<file path="src/sv/acrc_pkg.sv">
// ----------------------------------------------------------------------------
// acrc_pkg
// Shared widths, constants, register indexes and saturation helpers for the
// adaptive congestion rate control block.
// ----------------------------------------------------------------------------
package acrc_pkg;

	// field widths
	localparam int CBR_W   = 17;
	localparam int DELTA_W = 25;
	localparam int AIR_W   = 16;
	localparam int TOFF_W  = 10;

	// fixed point fraction widths
	localparam int FRAC_CBR   = 16;
	localparam int FRAC_DELTA = 24;

	// internal arithmetic widths
	localparam int ERR_W   = CBR_W + 1;
	localparam int STEP_W  = DELTA_W + 2;
	localparam int MUL_A_W = DELTA_W;
	localparam int MUL_B_W = CBR_W;
	localparam int MUL_P_W = MUL_A_W + MUL_B_W;
	localparam int MAG_W   = MUL_P_W - FRAC_CBR;
	localparam int DIV_N_W = AIR_W + FRAC_DELTA;
	localparam int DIV_D_W = 34;

	// configuration port
	localparam int CFG_IDX_W  = 3;
	localparam int CFG_DATA_W = DELTA_W;

	// register indexes
	localparam logic [CFG_IDX_W-1:0] REG_CBR_TARGET    = 3'd0;
	localparam logic [CFG_IDX_W-1:0] REG_FORGET_ALPHA  = 3'd1;
	localparam logic [CFG_IDX_W-1:0] REG_GAIN_BETA     = 3'd2;
	localparam logic [CFG_IDX_W-1:0] REG_STEP_MAX      = 3'd3;
	localparam logic [CFG_IDX_W-1:0] REG_STEP_MIN      = 3'd4;
	localparam logic [CFG_IDX_W-1:0] REG_DELTA_CEILING = 3'd5;
	localparam logic [CFG_IDX_W-1:0] REG_DELTA_FLOOR   = 3'd6;

	// register reset values
	localparam logic [CBR_W-1:0]          RST_CBR_TARGET    = 17'd44564;
	localparam logic [CBR_W-1:0]          RST_FORGET_ALPHA  = 17'd1049;
	localparam logic [DELTA_W-1:0]        RST_GAIN_BETA     = 25'd20133;
	localparam logic [DELTA_W-1:0]        RST_STEP_MAX      = 25'd8389;
	localparam logic signed [DELTA_W-1:0] RST_STEP_MIN      = -25'sd4194;
	localparam logic [DELTA_W-1:0]        RST_DELTA_CEILING = 25'd503316;
	localparam logic [DELTA_W-1:0]        RST_DELTA_FLOOR   = 25'd10066;

	// operation codes
	localparam logic OP_STEP   = 1'b0;
	localparam logic OP_GLOBAL = 1'b1;

	// constants
	localparam logic [CBR_W-1:0]   ONE_CBR    = 17'd65536;
	localparam logic [DELTA_W-1:0] ONE_DELTA  = 25'd16777216;
	localparam logic [DELTA_W-1:0] SEED_MIN   = 25'd16777;
	localparam logic [DIV_D_W-1:0] SEED_DIV   = 34'd100000;
	localparam logic [DIV_N_W-1:0] SEED_RND   = 40'd50000;
	localparam logic [MUL_B_W-1:0] MS_PER_S   = 17'd1000;
	localparam logic [MUL_P_W-1:0] ROUND_HALF = 42'd32768;
	localparam logic [TOFF_W-1:0]  TOFF_MIN   = 10'd25;
	localparam logic [TOFF_W-1:0]  TOFF_MAX   = 10'd1000;

	// saturate a cbr value at 1.0
	function automatic logic [CBR_W-1:0] sat_cbr(input logic [CBR_W-1:0] v);
		return (v > ONE_CBR) ? ONE_CBR : v;
	endfunction

	// saturate a delta value at 1.0
	function automatic logic [DELTA_W-1:0] sat_delta(input logic [DELTA_W-1:0] v);
		return (v > ONE_DELTA) ? ONE_DELTA : v;
	endfunction

endpackage

</file>
<file path="src/sv/acrc_if.sv">
// ----------------------------------------------------------------------------
// acrc_if
// Valid/ready channels of the congestion rate control block: the input word
// channel and the result word channel.
// ----------------------------------------------------------------------------
interface acrc_in_if;
	import acrc_pkg::*;

	logic                valid;
	logic                ready;
	logic                operation;
	logic                sample_valid;
	logic [CBR_W-1:0]    cbr_value;
	logic [AIR_W-1:0]    airtime_us;

	modport source(output valid, output operation, output sample_valid,
		output cbr_value, output airtime_us, input ready);
	modport sink(input valid, input operation, input sample_valid,
		input cbr_value, input airtime_us, output ready);
endinterface

interface acrc_out_if;
	import acrc_pkg::*;

	logic                valid;
	logic                ready;
	logic [DELTA_W-1:0]  duty_delta;
	logic [CBR_W-1:0]    smoothed_cbr;
	logic [TOFF_W-1:0]   gate_off_ms;
	logic                delta_clamped;

	modport source(output valid, output duty_delta, output smoothed_cbr,
		output gate_off_ms, output delta_clamped, input ready);
	modport sink(input valid, input duty_delta, input smoothed_cbr,
		input gate_off_ms, input delta_clamped, output ready);
endinterface

</file>
<file path="src/sv/adaptive_congestion_rate_control.sv">
// ----------------------------------------------------------------------------
// adaptive_congestion_rate_control
// Adaptive duty-cycle congestion control: smooths the channel busy ratio,
// updates the duty delta with gain and forgetting, and derives the gate-off
// time. A small sequencer drives one shared multiplier and one divider.
// A valid step runs the gain and forgetting multiplier passes, with a divider
// pass between them to seed the delta from the airtime when it is zero, and,
// unless the new delta is zero, a multiplier and a divider pass for the
// gate-off time. The next word is accepted in the cycle after the result
// loads; global updates and skipped steps are handled while idle. A finished
// result waits in the output register while the next word is accepted. Reset
// clears sequencer, controller and output valid state, loads register defaults.
// ----------------------------------------------------------------------------
module adaptive_congestion_rate_control (
	input  logic                             clk,
	input  logic                             arst_n,
	acrc_in_if.sink                          item,
	acrc_out_if.source                       result,
	input  logic                             cfg_we,
	input  logic [acrc_pkg::CFG_IDX_W-1:0]   cfg_index,
	input  logic [acrc_pkg::CFG_DATA_W-1:0]  cfg_data
);
	import acrc_pkg::*;

	// sequencer states
	localparam logic [2:0] S_IDLE = 3'd0;
	localparam logic [2:0] S_AVG  = 3'd1;
	localparam logic [2:0] S_MUL1 = 3'd2;
	localparam logic [2:0] S_SEED = 3'd3;
	localparam logic [2:0] S_MUL2 = 3'd4;
	localparam logic [2:0] S_MUL3 = 3'd5;
	localparam logic [2:0] S_DIV2 = 3'd6;
	localparam logic [2:0] S_DONE = 3'd7;

	logic [2:0] state_q;

	// configuration registers
	logic [CBR_W-1:0]          cbr_target_q;
	logic [CBR_W-1:0]          forget_alpha_q;
	logic [DELTA_W-1:0]        gain_beta_q;
	logic [DELTA_W-1:0]        step_max_q;
	logic signed [DELTA_W-1:0] step_min_q;
	logic [DELTA_W-1:0]        delta_ceiling_q;
	logic [DELTA_W-1:0]        delta_floor_q;

	// controller state
	logic [CBR_W-1:0]   local_now_q;
	logic [CBR_W-1:0]   local_prev_q;
	logic [CBR_W-1:0]   global_now_q;
	logic [CBR_W-1:0]   global_prev_q;
	logic               global_seen_q;
	logic [CBR_W-1:0]   running_q;
	logic               running_valid_q;
	logic [DELTA_W-1:0] delta_now_q;

	// per-step working registers
	logic [AIR_W-1:0]         air_q;
	logic                     err_neg_q;
	logic                     err_pos_q;
	logic signed [STEP_W-1:0] step_q;
	logic                     clamped_q;
	logic [TOFF_W-1:0]        toff_q;

	// output register
	logic               out_valid_q;
	logic [DELTA_W-1:0] out_delta_q;
	logic [CBR_W-1:0]   out_cbr_q;
	logic [TOFF_W-1:0]  out_toff_q;
	logic               out_clamped_q;

	// shared units
	logic               mul_start;
	logic [MUL_A_W-1:0] mul_a;
	logic [MUL_B_W-1:0] mul_b;
	logic               mul_done;
	logic [MUL_P_W-1:0] mul_prod;
	logic               div_start;
	logic [DIV_N_W-1:0] div_num;
	logic [DIV_D_W-1:0] div_den;
	logic               div_done;
	logic [DIV_N_W-1:0] div_quo;

	acrc_mul u_mul (
		.clk    (clk),
		.arst_n (arst_n),
		.start  (mul_start),
		.a      (mul_a),
		.b      (mul_b),
		.done   (mul_done),
		.prod   (mul_prod)
	);

	acrc_div u_div (
		.clk    (clk),
		.arst_n (arst_n),
		.start  (div_start),
		.num    (div_num),
		.den    (div_den),
		.done   (div_done),
		.quo    (div_quo)
	);

	// saturated views of the registers
	logic [CBR_W-1:0]   tgt_sat;
	logic [CBR_W-1:0]   keep;
	logic [DELTA_W-1:0] beta_sat;
	logic [DELTA_W-1:0] smax_sat;
	logic [DELTA_W-1:0] ceil_sat;
	logic [DELTA_W-1:0] floor_sat;

	assign tgt_sat   = sat_cbr(cbr_target_q);
	assign keep      = ONE_CBR - sat_cbr(forget_alpha_q);
	assign beta_sat  = sat_delta(gain_beta_q);
	assign smax_sat  = sat_delta(step_max_q);
	assign ceil_sat  = sat_delta(delta_ceiling_q);
	assign floor_sat = sat_delta(delta_floor_q);

	// input handshake
	logic item_acc;

	assign item.ready = (state_q == S_IDLE);
	assign item_acc   = item.valid && item.ready;

	// pair average and running cbr
	logic [CBR_W:0]   sum_g;
	logic [CBR_W:0]   sum_l;
	logic [CBR_W:0]   sum_run;
	logic [CBR_W-1:0] avg;
	logic [CBR_W-1:0] running_next;

	assign sum_g        = {1'b0, global_now_q} + {1'b0, global_prev_q} + (CBR_W+1)'(1);
	assign sum_l        = {1'b0, local_now_q} + {1'b0, local_prev_q} + (CBR_W+1)'(1);
	assign avg          = global_seen_q ? sum_g[CBR_W:1] : sum_l[CBR_W:1];
	assign sum_run      = {1'b0, running_q} + {1'b0, avg} + (CBR_W+1)'(1);
	assign running_next = running_valid_q ? sum_run[CBR_W:1] : avg;

	// error against the target
	logic signed [ERR_W-1:0] err;
	logic signed [ERR_W-1:0] err_abs_s;
	logic [CBR_W-1:0]        err_abs;

	assign err       = $signed({1'b0, tgt_sat}) - $signed({1'b0, running_next});
	assign err_abs_s = err[ERR_W-1] ? -err : err;
	assign err_abs   = err_abs_s[CBR_W-1:0];

	// rounded product >> 16, used for the gain factor and the forgetting term
	logic [MUL_P_W-1:0] rnd_sum;
	logic [MAG_W-1:0]   rnd_mag;

	assign rnd_sum = mul_prod + ROUND_HALF;
	assign rnd_mag = rnd_sum[MUL_P_W-1:FRAC_CBR];

	// clamped gain step
	logic signed [STEP_W-1:0] factor;
	logic signed [STEP_W-1:0] smax_s;
	logic signed [STEP_W-1:0] smin_s;
	logic signed [STEP_W-1:0] step_next;

	assign factor = err_neg_q ? -$signed({1'b0, rnd_mag}) : $signed({1'b0, rnd_mag});
	assign smax_s = $signed({2'b00, smax_sat});
	assign smin_s = {{2{step_min_q[DELTA_W-1]}}, step_min_q};

	always_comb begin
		if (err_pos_q)
			step_next = (factor < smax_s) ? factor : smax_s;
		else
			step_next = (factor > smin_s) ? factor : smin_s;
	end

	// previous delta, seeded from airtime when zero
	logic [DELTA_W-1:0] seed;
	logic [DELTA_W-1:0] delta_base;

	assign seed       = div_quo[DELTA_W-1:0];
	assign delta_base = (state_q == S_SEED) ? ((seed > SEED_MIN) ? seed : SEED_MIN)
		: delta_now_q;

	// new delta with floor and ceiling
	logic signed [STEP_W:0]  newd;
	logic signed [STEP_W:0]  newd_cl;
	logic signed [STEP_W:0]  ceil_s;
	logic signed [STEP_W:0]  floor_s;
	logic [DELTA_W-1:0]      delta_upd;
	logic                    clamp_hit;

	assign newd    = $signed({2'b00, rnd_mag}) + $signed({step_q[STEP_W-1], step_q});
	assign ceil_s  = $signed({3'b000, ceil_sat});
	assign floor_s = $signed({3'b000, floor_sat});

	always_comb begin
		newd_cl   = newd;
		clamp_hit = 1'b0;
		if (newd_cl > ceil_s) begin
			newd_cl   = ceil_s;
			clamp_hit = 1'b1;
		end
		if (newd_cl < floor_s) begin
			newd_cl   = floor_s;
			clamp_hit = 1'b1;
		end
	end

	assign delta_upd = newd_cl[DELTA_W-1:0];

	// gate-off time clamp
	logic [TOFF_W-1:0] toff_next;

	always_comb begin
		if (div_quo < DIV_N_W'(TOFF_MIN))
			toff_next = TOFF_MIN;
		else if (div_quo > DIV_N_W'(TOFF_MAX))
			toff_next = TOFF_MAX;
		else
			toff_next = div_quo[TOFF_W-1:0];
	end

	// shared unit operand selection
	logic [DIV_N_W-1:0] air_scaled;

	assign air_scaled = {air_q, {FRAC_DELTA{1'b0}}};

	always_comb begin
		case (state_q) inside
			S_AVG: begin
				mul_a = beta_sat;
				mul_b = err_abs;
			end
			S_MUL1, S_SEED: begin
				mul_a = delta_base;
				mul_b = keep;
			end
			S_MUL2: begin
				mul_a = delta_upd;
				mul_b = MS_PER_S;
			end
			default: begin
				mul_a = '0;
				mul_b = '0;
			end
		endcase
	end

	assign div_num = (state_q == S_MUL1) ? (air_scaled + SEED_RND) : air_scaled;
	assign div_den = (state_q == S_MUL1) ? SEED_DIV : mul_prod[DIV_D_W-1:0];

	assign mul_start = (state_q == S_AVG)
		|| ((state_q == S_MUL1) && mul_done && (delta_now_q != '0))
		|| ((state_q == S_SEED) && div_done)
		|| ((state_q == S_MUL2) && mul_done && (delta_upd != '0));
	assign div_start = ((state_q == S_MUL1) && mul_done && (delta_now_q == '0))
		|| ((state_q == S_MUL3) && mul_done);

	// output register load
	logic out_load;

	assign out_load = (state_q == S_DONE) && (!out_valid_q || result.ready);

	// configuration writes
	always_ff @(posedge clk or negedge arst_n) begin
		if (!arst_n) begin
			cbr_target_q    <= RST_CBR_TARGET;
			forget_alpha_q  <= RST_FORGET_ALPHA;
			gain_beta_q     <= RST_GAIN_BETA;
			step_max_q      <= RST_STEP_MAX;
			step_min_q      <= RST_STEP_MIN;
			delta_ceiling_q <= RST_DELTA_CEILING;
			delta_floor_q   <= RST_DELTA_FLOOR;
		end else if (cfg_we) begin
			unique case (cfg_index)
				REG_CBR_TARGET:    cbr_target_q    <= cfg_data[CBR_W-1:0];
				REG_FORGET_ALPHA:  forget_alpha_q  <= cfg_data[CBR_W-1:0];
				REG_GAIN_BETA:     gain_beta_q     <= cfg_data;
				REG_STEP_MAX:      step_max_q      <= cfg_data;
				REG_STEP_MIN:      step_min_q      <= $signed(cfg_data);
				REG_DELTA_CEILING: delta_ceiling_q <= cfg_data;
				REG_DELTA_FLOOR:   delta_floor_q   <= cfg_data;
				default: ;
			endcase
		end
	end

	// sequencer and controller state
	always_ff @(posedge clk or negedge arst_n) begin
		if (!arst_n) begin
			state_q         <= S_IDLE;
			local_now_q     <= '0;
			local_prev_q    <= '0;
			global_now_q    <= '0;
			global_prev_q   <= '0;
			global_seen_q   <= 1'b0;
			running_q       <= '0;
			running_valid_q <= 1'b0;
			delta_now_q     <= '0;
		end else begin
			unique case (state_q)
				S_IDLE: begin
					if (item_acc) begin
						if (item.operation == OP_GLOBAL) begin
							global_prev_q <= global_seen_q ? global_now_q : '0;
							global_now_q  <= sat_cbr(item.cbr_value);
							global_seen_q <= 1'b1;
						end else if (item.sample_valid) begin
							local_prev_q <= local_now_q;
							local_now_q  <= sat_cbr(item.cbr_value);
							state_q      <= S_AVG;
						end
					end
				end
				S_AVG: begin
					running_q       <= running_next;
					running_valid_q <= 1'b1;
					state_q         <= S_MUL1;
				end
				S_MUL1: begin
					if (mul_done)
						state_q <= (delta_now_q == '0) ? S_SEED : S_MUL2;
				end
				S_SEED: begin
					if (div_done)
						state_q <= S_MUL2;
				end
				S_MUL2: begin
					if (mul_done) begin
						delta_now_q <= delta_upd;
						state_q     <= (delta_upd == '0) ? S_DONE : S_MUL3;
					end
				end
				S_MUL3: begin
					if (mul_done)
						state_q <= S_DIV2;
				end
				S_DIV2: begin
					if (div_done)
						state_q <= S_DONE;
				end
				S_DONE: begin
					if (out_load)
						state_q <= S_IDLE;
				end
				default: state_q <= S_IDLE;
			endcase
		end
	end

	// per-step working values
	always_ff @(posedge clk) begin
		if (item_acc)
			air_q <= item.airtime_us;
		if (state_q == S_AVG) begin
			err_neg_q <= err[ERR_W-1];
			err_pos_q <= !err[ERR_W-1] && (err != '0);
		end
		if ((state_q == S_MUL1) && mul_done)
			step_q <= step_next;
		if ((state_q == S_MUL2) && mul_done) begin
			clamped_q <= clamp_hit;
			toff_q    <= TOFF_MAX;
		end
		if ((state_q == S_DIV2) && div_done)
			toff_q <= toff_next;
	end

	// output word valid
	always_ff @(posedge clk or negedge arst_n) begin
		if (!arst_n)
			out_valid_q <= 1'b0;
		else if (out_load)
			out_valid_q <= 1'b1;
		else if (result.ready)
			out_valid_q <= 1'b0;
	end

	// output word payload
	always_ff @(posedge clk) begin
		if (out_load) begin
			out_delta_q   <= delta_now_q;
			out_cbr_q     <= running_q;
			out_toff_q    <= toff_q;
			out_clamped_q <= clamped_q;
		end
	end

	assign result.valid         = out_valid_q;
	assign result.duty_delta    = out_delta_q;
	assign result.smoothed_cbr  = out_cbr_q;
	assign result.gate_off_ms   = out_toff_q;
	assign result.delta_clamped = out_clamped_q;

endmodule

</file>
<file path="src/sv/acrc_mul.sv">
// ----------------------------------------------------------------------------
// acrc_mul
// Shift-and-add multiplier, one multiplier bit per cycle. Operands are taken
// on start; done pulses for one cycle when the product is ready.
// ----------------------------------------------------------------------------
module acrc_mul (
	input  logic                          clk,
	input  logic                          arst_n,
	input  logic                          start,
	input  logic [acrc_pkg::MUL_A_W-1:0]  a,
	input  logic [acrc_pkg::MUL_B_W-1:0]  b,
	output logic                          done,
	output logic [acrc_pkg::MUL_P_W-1:0]  prod
);
	import acrc_pkg::*;

	localparam int CNT_W = $clog2(MUL_B_W + 1);
	localparam logic [CNT_W-1:0] STEPS = CNT_W'(MUL_B_W);

	logic [MUL_P_W-1:0] acc_q;
	logic [MUL_P_W-1:0] a_sh_q;
	logic [MUL_B_W-1:0] b_q;
	logic [CNT_W-1:0]   cnt_q;
	logic               busy_q;
	logic               done_q;

	// control: iteration count and completion pulse
	always_ff @(posedge clk or negedge arst_n) begin
		if (!arst_n) begin
			cnt_q  <= '0;
			busy_q <= 1'b0;
			done_q <= 1'b0;
		end else begin
			done_q <= 1'b0;
			if (start) begin
				cnt_q  <= STEPS;
				busy_q <= 1'b1;
			end else if (busy_q) begin
				cnt_q <= cnt_q - CNT_W'(1);
				if (cnt_q == CNT_W'(1)) begin
					busy_q <= 1'b0;
					done_q <= 1'b1;
				end
			end
		end
	end

	// datapath: add the shifted multiplicand for each set multiplier bit
	always_ff @(posedge clk) begin
		if (start) begin
			acc_q  <= '0;
			a_sh_q <= {{MUL_B_W{1'b0}}, a};
			b_q    <= b;
		end else if (busy_q) begin
			if (b_q[0])
				acc_q <= acc_q + a_sh_q;
			a_sh_q <= {a_sh_q[MUL_P_W-2:0], 1'b0};
			b_q    <= {1'b0, b_q[MUL_B_W-1:1]};
		end
	end

	assign done = done_q;
	assign prod = acc_q;

endmodule

</file>
<file path="src/sv/acrc_div.sv">
// ----------------------------------------------------------------------------
// acrc_div
// Restoring divider, one quotient bit per cycle. Operands are taken on start;
// done pulses for one cycle when the quotient is ready.
// ----------------------------------------------------------------------------
module acrc_div (
	input  logic                          clk,
	input  logic                          arst_n,
	input  logic                          start,
	input  logic [acrc_pkg::DIV_N_W-1:0]  num,
	input  logic [acrc_pkg::DIV_D_W-1:0]  den,
	output logic                          done,
	output logic [acrc_pkg::DIV_N_W-1:0]  quo
);
	import acrc_pkg::*;

	localparam int CNT_W = $clog2(DIV_N_W + 1);
	localparam logic [CNT_W-1:0] STEPS = CNT_W'(DIV_N_W);

	logic [DIV_N_W-1:0] n_q;
	logic [DIV_D_W:0]   rem_q;
	logic [DIV_D_W-1:0] d_q;
	logic [CNT_W-1:0]   cnt_q;
	logic               busy_q;
	logic               done_q;

	logic [DIV_D_W:0]   trial;
	logic               fits;

	// one restoring step: shift in the next dividend bit and try to subtract
	assign trial = {rem_q[DIV_D_W-1:0], n_q[DIV_N_W-1]};
	assign fits  = (trial >= {1'b0, d_q});

	// control: iteration count and completion pulse
	always_ff @(posedge clk or negedge arst_n) begin
		if (!arst_n) begin
			cnt_q  <= '0;
			busy_q <= 1'b0;
			done_q <= 1'b0;
		end else begin
			done_q <= 1'b0;
			if (start) begin
				cnt_q  <= STEPS;
				busy_q <= 1'b1;
			end else if (busy_q) begin
				cnt_q <= cnt_q - CNT_W'(1);
				if (cnt_q == CNT_W'(1)) begin
					busy_q <= 1'b0;
					done_q <= 1'b1;
				end
			end
		end
	end

	// datapath: quotient bits shift into the dividend register
	always_ff @(posedge clk) begin
		if (start) begin
			n_q   <= num;
			d_q   <= den;
			rem_q <= '0;
		end else if (busy_q) begin
			rem_q <= fits ? (trial - {1'b0, d_q}) : trial;
			n_q   <= {n_q[DIV_N_W-2:0], fits};
		end
	end

	assign done = done_q;
	assign quo  = n_q;

endmodule

</file>
<file path="src/flat_wrapper.sv">
// flat-port wrapper written by rule: the top's interface ports become plain ports
module adaptive_congestion_rate_control_flat import acrc_pkg::*;
  (clk, arst_n, cfg_we, cfg_index, cfg_data, item_valid, item_operation, item_sample_valid, item_cbr_value, item_airtime_us, item_ready, result_valid, result_duty_delta, result_smoothed_cbr, result_gate_off_ms, result_delta_clamped, result_ready);
  acrc_in_if item_i ();
  acrc_out_if result_i ();
  input  logic clk;
  input  logic arst_n;
  input  logic cfg_we;
  input  logic [acrc_pkg::CFG_IDX_W-1:0] cfg_index;
  input  logic [acrc_pkg::CFG_DATA_W-1:0] cfg_data;
  input wire logic [$bits(item_i.valid)-1:0] item_valid;
  input wire logic [$bits(item_i.operation)-1:0] item_operation;
  input wire logic [$bits(item_i.sample_valid)-1:0] item_sample_valid;
  input wire logic [$bits(item_i.cbr_value)-1:0] item_cbr_value;
  input wire logic [$bits(item_i.airtime_us)-1:0] item_airtime_us;
  output wire logic [$bits(item_i.ready)-1:0] item_ready;
  output wire logic [$bits(result_i.valid)-1:0] result_valid;
  output wire logic [$bits(result_i.duty_delta)-1:0] result_duty_delta;
  output wire logic [$bits(result_i.smoothed_cbr)-1:0] result_smoothed_cbr;
  output wire logic [$bits(result_i.gate_off_ms)-1:0] result_gate_off_ms;
  output wire logic [$bits(result_i.delta_clamped)-1:0] result_delta_clamped;
  input wire logic [$bits(result_i.ready)-1:0] result_ready;
  assign item_i.valid = item_valid;
  assign item_i.operation = item_operation;
  assign item_i.sample_valid = item_sample_valid;
  assign item_i.cbr_value = item_cbr_value;
  assign item_i.airtime_us = item_airtime_us;
  assign item_ready = item_i.ready;
  assign result_valid = result_i.valid;
  assign result_duty_delta = result_i.duty_delta;
  assign result_smoothed_cbr = result_i.smoothed_cbr;
  assign result_gate_off_ms = result_i.gate_off_ms;
  assign result_delta_clamped = result_i.delta_clamped;
  assign result_i.ready = result_ready;
  adaptive_congestion_rate_control u_core (.clk(clk), .arst_n(arst_n), .item(item_i), .result(result_i), .cfg_we(cfg_we), .cfg_index(cfg_index), .cfg_data(cfg_data));
endmodule
</file>
<file path="config.mk">
export PLATFORM = sky130hd
export DESIGN_NAME = adaptive_congestion_rate_control_flat
export DESIGN_NICKNAME = d
export VERILOG_FILES = /design/src/sv/acrc_pkg.sv /design/src/sv/acrc_if.sv /design/src/sv/adaptive_congestion_rate_control.sv /design/src/sv/acrc_mul.sv /design/src/sv/acrc_div.sv /design/src/flat_wrapper.sv
export SDC_FILE = /design/constraint.sdc
export NUM_CORES = 2
export LEC_CHECK = 0
export ABC_AREA = 1
export BUFFER_PORTS_ARGS = -buffer_cell sky130_fd_sc_hd__buf_4
export CORE_UTILIZATION = 60
export DETAILED_ROUTE_END_ITERATION = 8
export HOLD_SLACK_MARGIN = 0.06
export PLACE_DENSITY = 0.77
export SYNTH_ARGS = -nofsm -noshare
export SYNTH_HDL_FRONTEND = slang
export SYNTH_SLANG_ARGS = --single-unit
</file>
<file path="constraint.sdc">
create_clock -name clk -period 14.4 [get_ports clk]
set_clock_uncertainty 0.2 [all_clocks]
set_input_delay 2.88 -clock clk [delete_from_list [all_inputs] [get_ports clk]]
set_output_delay 2.88 -clock clk [all_outputs]
set_load 0.01 [all_outputs]
</file>
==> reports/results.txt <==
Layout cells sized above 1 -> 0.0964
Buffers added on ports -> 122
Post-CTS sizing -> 0
Clock Sink Count -> 608
Top_reg_cell synth -> dfrtp_1
Worst Tran Pin Value -> 1.07 ns
Critical Path Max Stage Delay -> 0.72 ns
Number of iterations in the first detailed-routing pass -> 6
Total core area -> 63,000 µm²
Non-Filler Instances -> 5,795
Nets -> 5,243
IO Pins -> 123
Ys async rst share -> 0.477
Post-Route WL -> 107,000 µm
Crit path max-delay family -> simple AND/OR/NAND/NOR gates
Ant diodes -> 0
Routed wire per std cell -> 18.5 µm
Worst flop-to-flop path endpoint -> u_core.u_mul.b_q[14]$_DFFE_PP_
Starting density of the core -> 0.605
Post-DP HPWL -> 78,800 µm
Inserted Clock Buffers -> 68
Hold_buf cts -> 0
Crit share post-route -> 0.772
Clk root buf -> clkbuf_16
Seq/Total Area, Yosys -> 0.419
Crit path max fanout -> 48
Hold crit path type -> register to register
Int Pwr -> 3.83 mW
Peak supply drop -> 0.0000980 V
Vias in the first global route -> 30,200
Sequential cell area -> 16,000 µm²
Most frequent CP cell -> nand2_1
Largest net degree at the start of global routing -> 109
Critical Path Source Type -> register
Final Util -> 0.667
Number of synthesized flops with an enable pin -> 225
WP data arrival -> 11.05 ns
Switching share of power -> 0.384
Worst endpoint required time -> 14.34 ns
Slowest cell on crit path -> inv_1
Synthesized flop and latch total -> 608
Clk pin slew, worst setup/hold paths -> 0.06 ns
Final ANT Viol Nets -> 0
Row count -> 92
Clk network pwr share -> 0.289
DP Cell Count -> 5,671
Ys Warns -> 0
First-pass GRT wire length -> 166,000 µm
Max Clk Rate -> 0.0900 GHz
DIE AREA -> 64,500 µm²
Fin crit period -> 11.11 ns
Die extent in y -> 254 µm
Slew Viols, Final -> 0
WS Path Type -> register to register
RSZ-0062 raised after global routing -> false
Mapped Avg Cell Area -> 7.88 µm²
Critical Path Source -> u_core.u_mul.prod[17]$_SDFFE_PN0P_
Gpl congestion -> 0.979
Drt drc -> 0
Netlist area before placement -> 38,100 µm²
Vias -> 33,200
Synth cell types -> 64
Antenna violations before repair -> 0
PD cells -> 148 nW/µm²
Crit. End Element -> register
Combinational power share -> 0.373
Via-to-Cell Ratio -> 5.72
Number of DRC markers in iteration 0 -> 3,345
Final hold violation count -> 0
Setup slack, reg-to-reg -> 3.29 ns
Status -> complete, no violations
Post-layout total power -> 6.22 mW
Sw power -> 2.39 mW
MaxCap Viol Count -> 0
Critical path depth -> 44
Max Buffers Root-to-Sink -> 3
Setup bufs post-CTS -> 0
Sequential share of power -> 0.338
# H-tree levels -> 3
Area growth syn-to-layout -> 10.2%
Synth Instances -> 4,836
Sum Neg Setup Slack -> 0 ns
Area of the multi-input gates -> 19,200 µm²
Reg2reg path depth -> 44
Die X -> 254 µm
Overflow after GRT -> 0
Syn nets -> 5,184
Final setup vio count -> 0
Slew HR -> 0.285
R2r startpoint -> u_core.u_mul.prod[17]$_SDFFE_PN0P_
Critical path buffer and inverter count -> 5
Worst-skew pair later-pin latency -> 0.62 ns
GRT Util Overall -> 0.331
Hold_ws -> 0.218 ns
Worst Setup EP -> u_core.u_mul.b_q[14]$_DFFE_PP_
Fill count -> 5,353
CTS tree -> built
P_leak -> 19.4 nW
[cells by family after synthesis]
group | synth area share
simple gates | 0.222
compound gates | 0.146
buf+inv | 0.0792
flops | 0.419
fa+ha+maj | 0.0933
xor+xnor | 0.0315
mux | 0.00945
[cell type report]
type / instances / share of cell area
inverters: 610 / 0.0545
clock inverters: 38 / 0.00935
flip-flops and latches: 608 / 0.380
well taps: 846 / 0.0252
repair buffers: 159 / 0.0286
multi-input cells: 3448 / 0.457
clock buffers: 86 / 0.0451
[sequential cells by signal, summed over array words and instances (netlist names), 27 cells and up]
| name | flops |
|---|---|
| u_core.u_mul.prod | 42 |
| u_core.u_div.quo | 40 |
| u_core.u_mul.a_sh_q | 42 |
| u_core.u_div.rem_q | 34 |
| u_core.u_div.d_q | 34 |
| u_core.step_q | 27 |
[Yosys cell counts (all sizes together), types with 22 or more instances]
master	number	area (µm²)
dfrtp	228	5710
or2	27	169
o211ai	45	338
o221ai	34	298
ha	273	3420
nand3	219	1120
dfxtp	93	1860
buf	25	183
a31oi	22	138
xnor2	34	298
edfxtp	225	6760
nor3	54	270
inv	606	2270
nor4	51	319
dfstp	62	1630
nor2	381	1650
nand2	1186	4490
clkbuf	145	544
nand4	38	238
xor2	103	902
o21ai	556	2780
nand3b	22	178
a21oi	279	1400
[power by group through the flow]
stage / clock network [mW] / registers (mW) / logic, mW
after detailed placement: 0 / 2.13 / 2.25
after global placement: 0 / 2.13 / 2.20
after CTS: 1.82 / 2.10 / 2.27
final: 1.80 / 2.11 / 2.32
after global routing: 1.88 / 2.12 / 2.63
after floorplan: 0 / 2.08 / 1.69
[per-layer routing]
layer | vias to the layer above | global-route usage | part of all wire
li1 | 16300 | - | -
met1 | 15500 | 0.471 | 0.44
met2 | 1245 | 0.509 | 0.44
met3 | 182 | 0.0623 | 0.088
met4 | 0 | 0.102 | 0.031
met5 | - | 0 | 0
[per-stage QoR]
step                area, µm²  setup WS [ns]
floorplan               38100           6.10
global placement        39700           3.73
detailed placement      39700           3.46
CTS                     42000           3.36
global route            42000           2.31
finish                  42000           3.29
[how the worst min path moves through the flow]
| stage | slack, ns | cells after the start | from | to |
|---|---|---|---|---|
| finish | 0.22 | 0 | u_core.toff_q[9]$_SDFFCE_PN1P_ | u_core.result.gate_off_ms[9]$_DFFE_PP_ |
| global route | 0.22 | 0 | u_core.toff_q[6]$_SDFFCE_PN1P_ | u_core.result.gate_off_ms[6]$_DFFE_PP_ |
| CTS | 0.21 | 0 | u_core.toff_q[2]$_SDFFCE_PN0P_ | u_core.result.gate_off_ms[2]$_DFFE_PP_ |
| detailed placement | 0.20 | 0 | u_core.toff_q[4]$_SDFFCE_PN0P_ | u_core.result.gate_off_ms[4]$_DFFE_PP_ |
| global placement | 0.20 | 0 | u_core.toff_q[0]$_SDFFCE_PN0P_ | u_core.result.gate_off_ms[0]$_DFFE_PP_ |
| floorplan | 0.20 | 0 | u_core.clamped_q$_SDFFCE_PN1P_ | u_core.result.delta_clamped$_DFFE_PP_ |
[cell usage in the layout (no fill, tap or decap), types with 38 or more instances in the layout]
cell type / netlist / layout
nand2_1: 1174 / 1170
inv_1: 599 / 598
o21ai_0: 552 / 552
nor2_1: 314 / 310
a21oi_1: 278 / 278
ha_1: 273 / 273
dfrtp_1: 228 / 228
edfxtp_1: 225 / 225
nand3_1: 216 / 215
buf_4: 1 / 158
xor2_1: 103 / 103
dfxtp_1: 93 / 93
clkbuf_16: 0 / 72
dfstp_2: 62 / 62
nor2_2: 56 / 58
nor3_1: 54 / 54
nor4_1: 51 / 51
o211ai_1: 45 / 45
nand4_1: 38 / 38
Note: power is estimated with default switching activity, not from simulation.
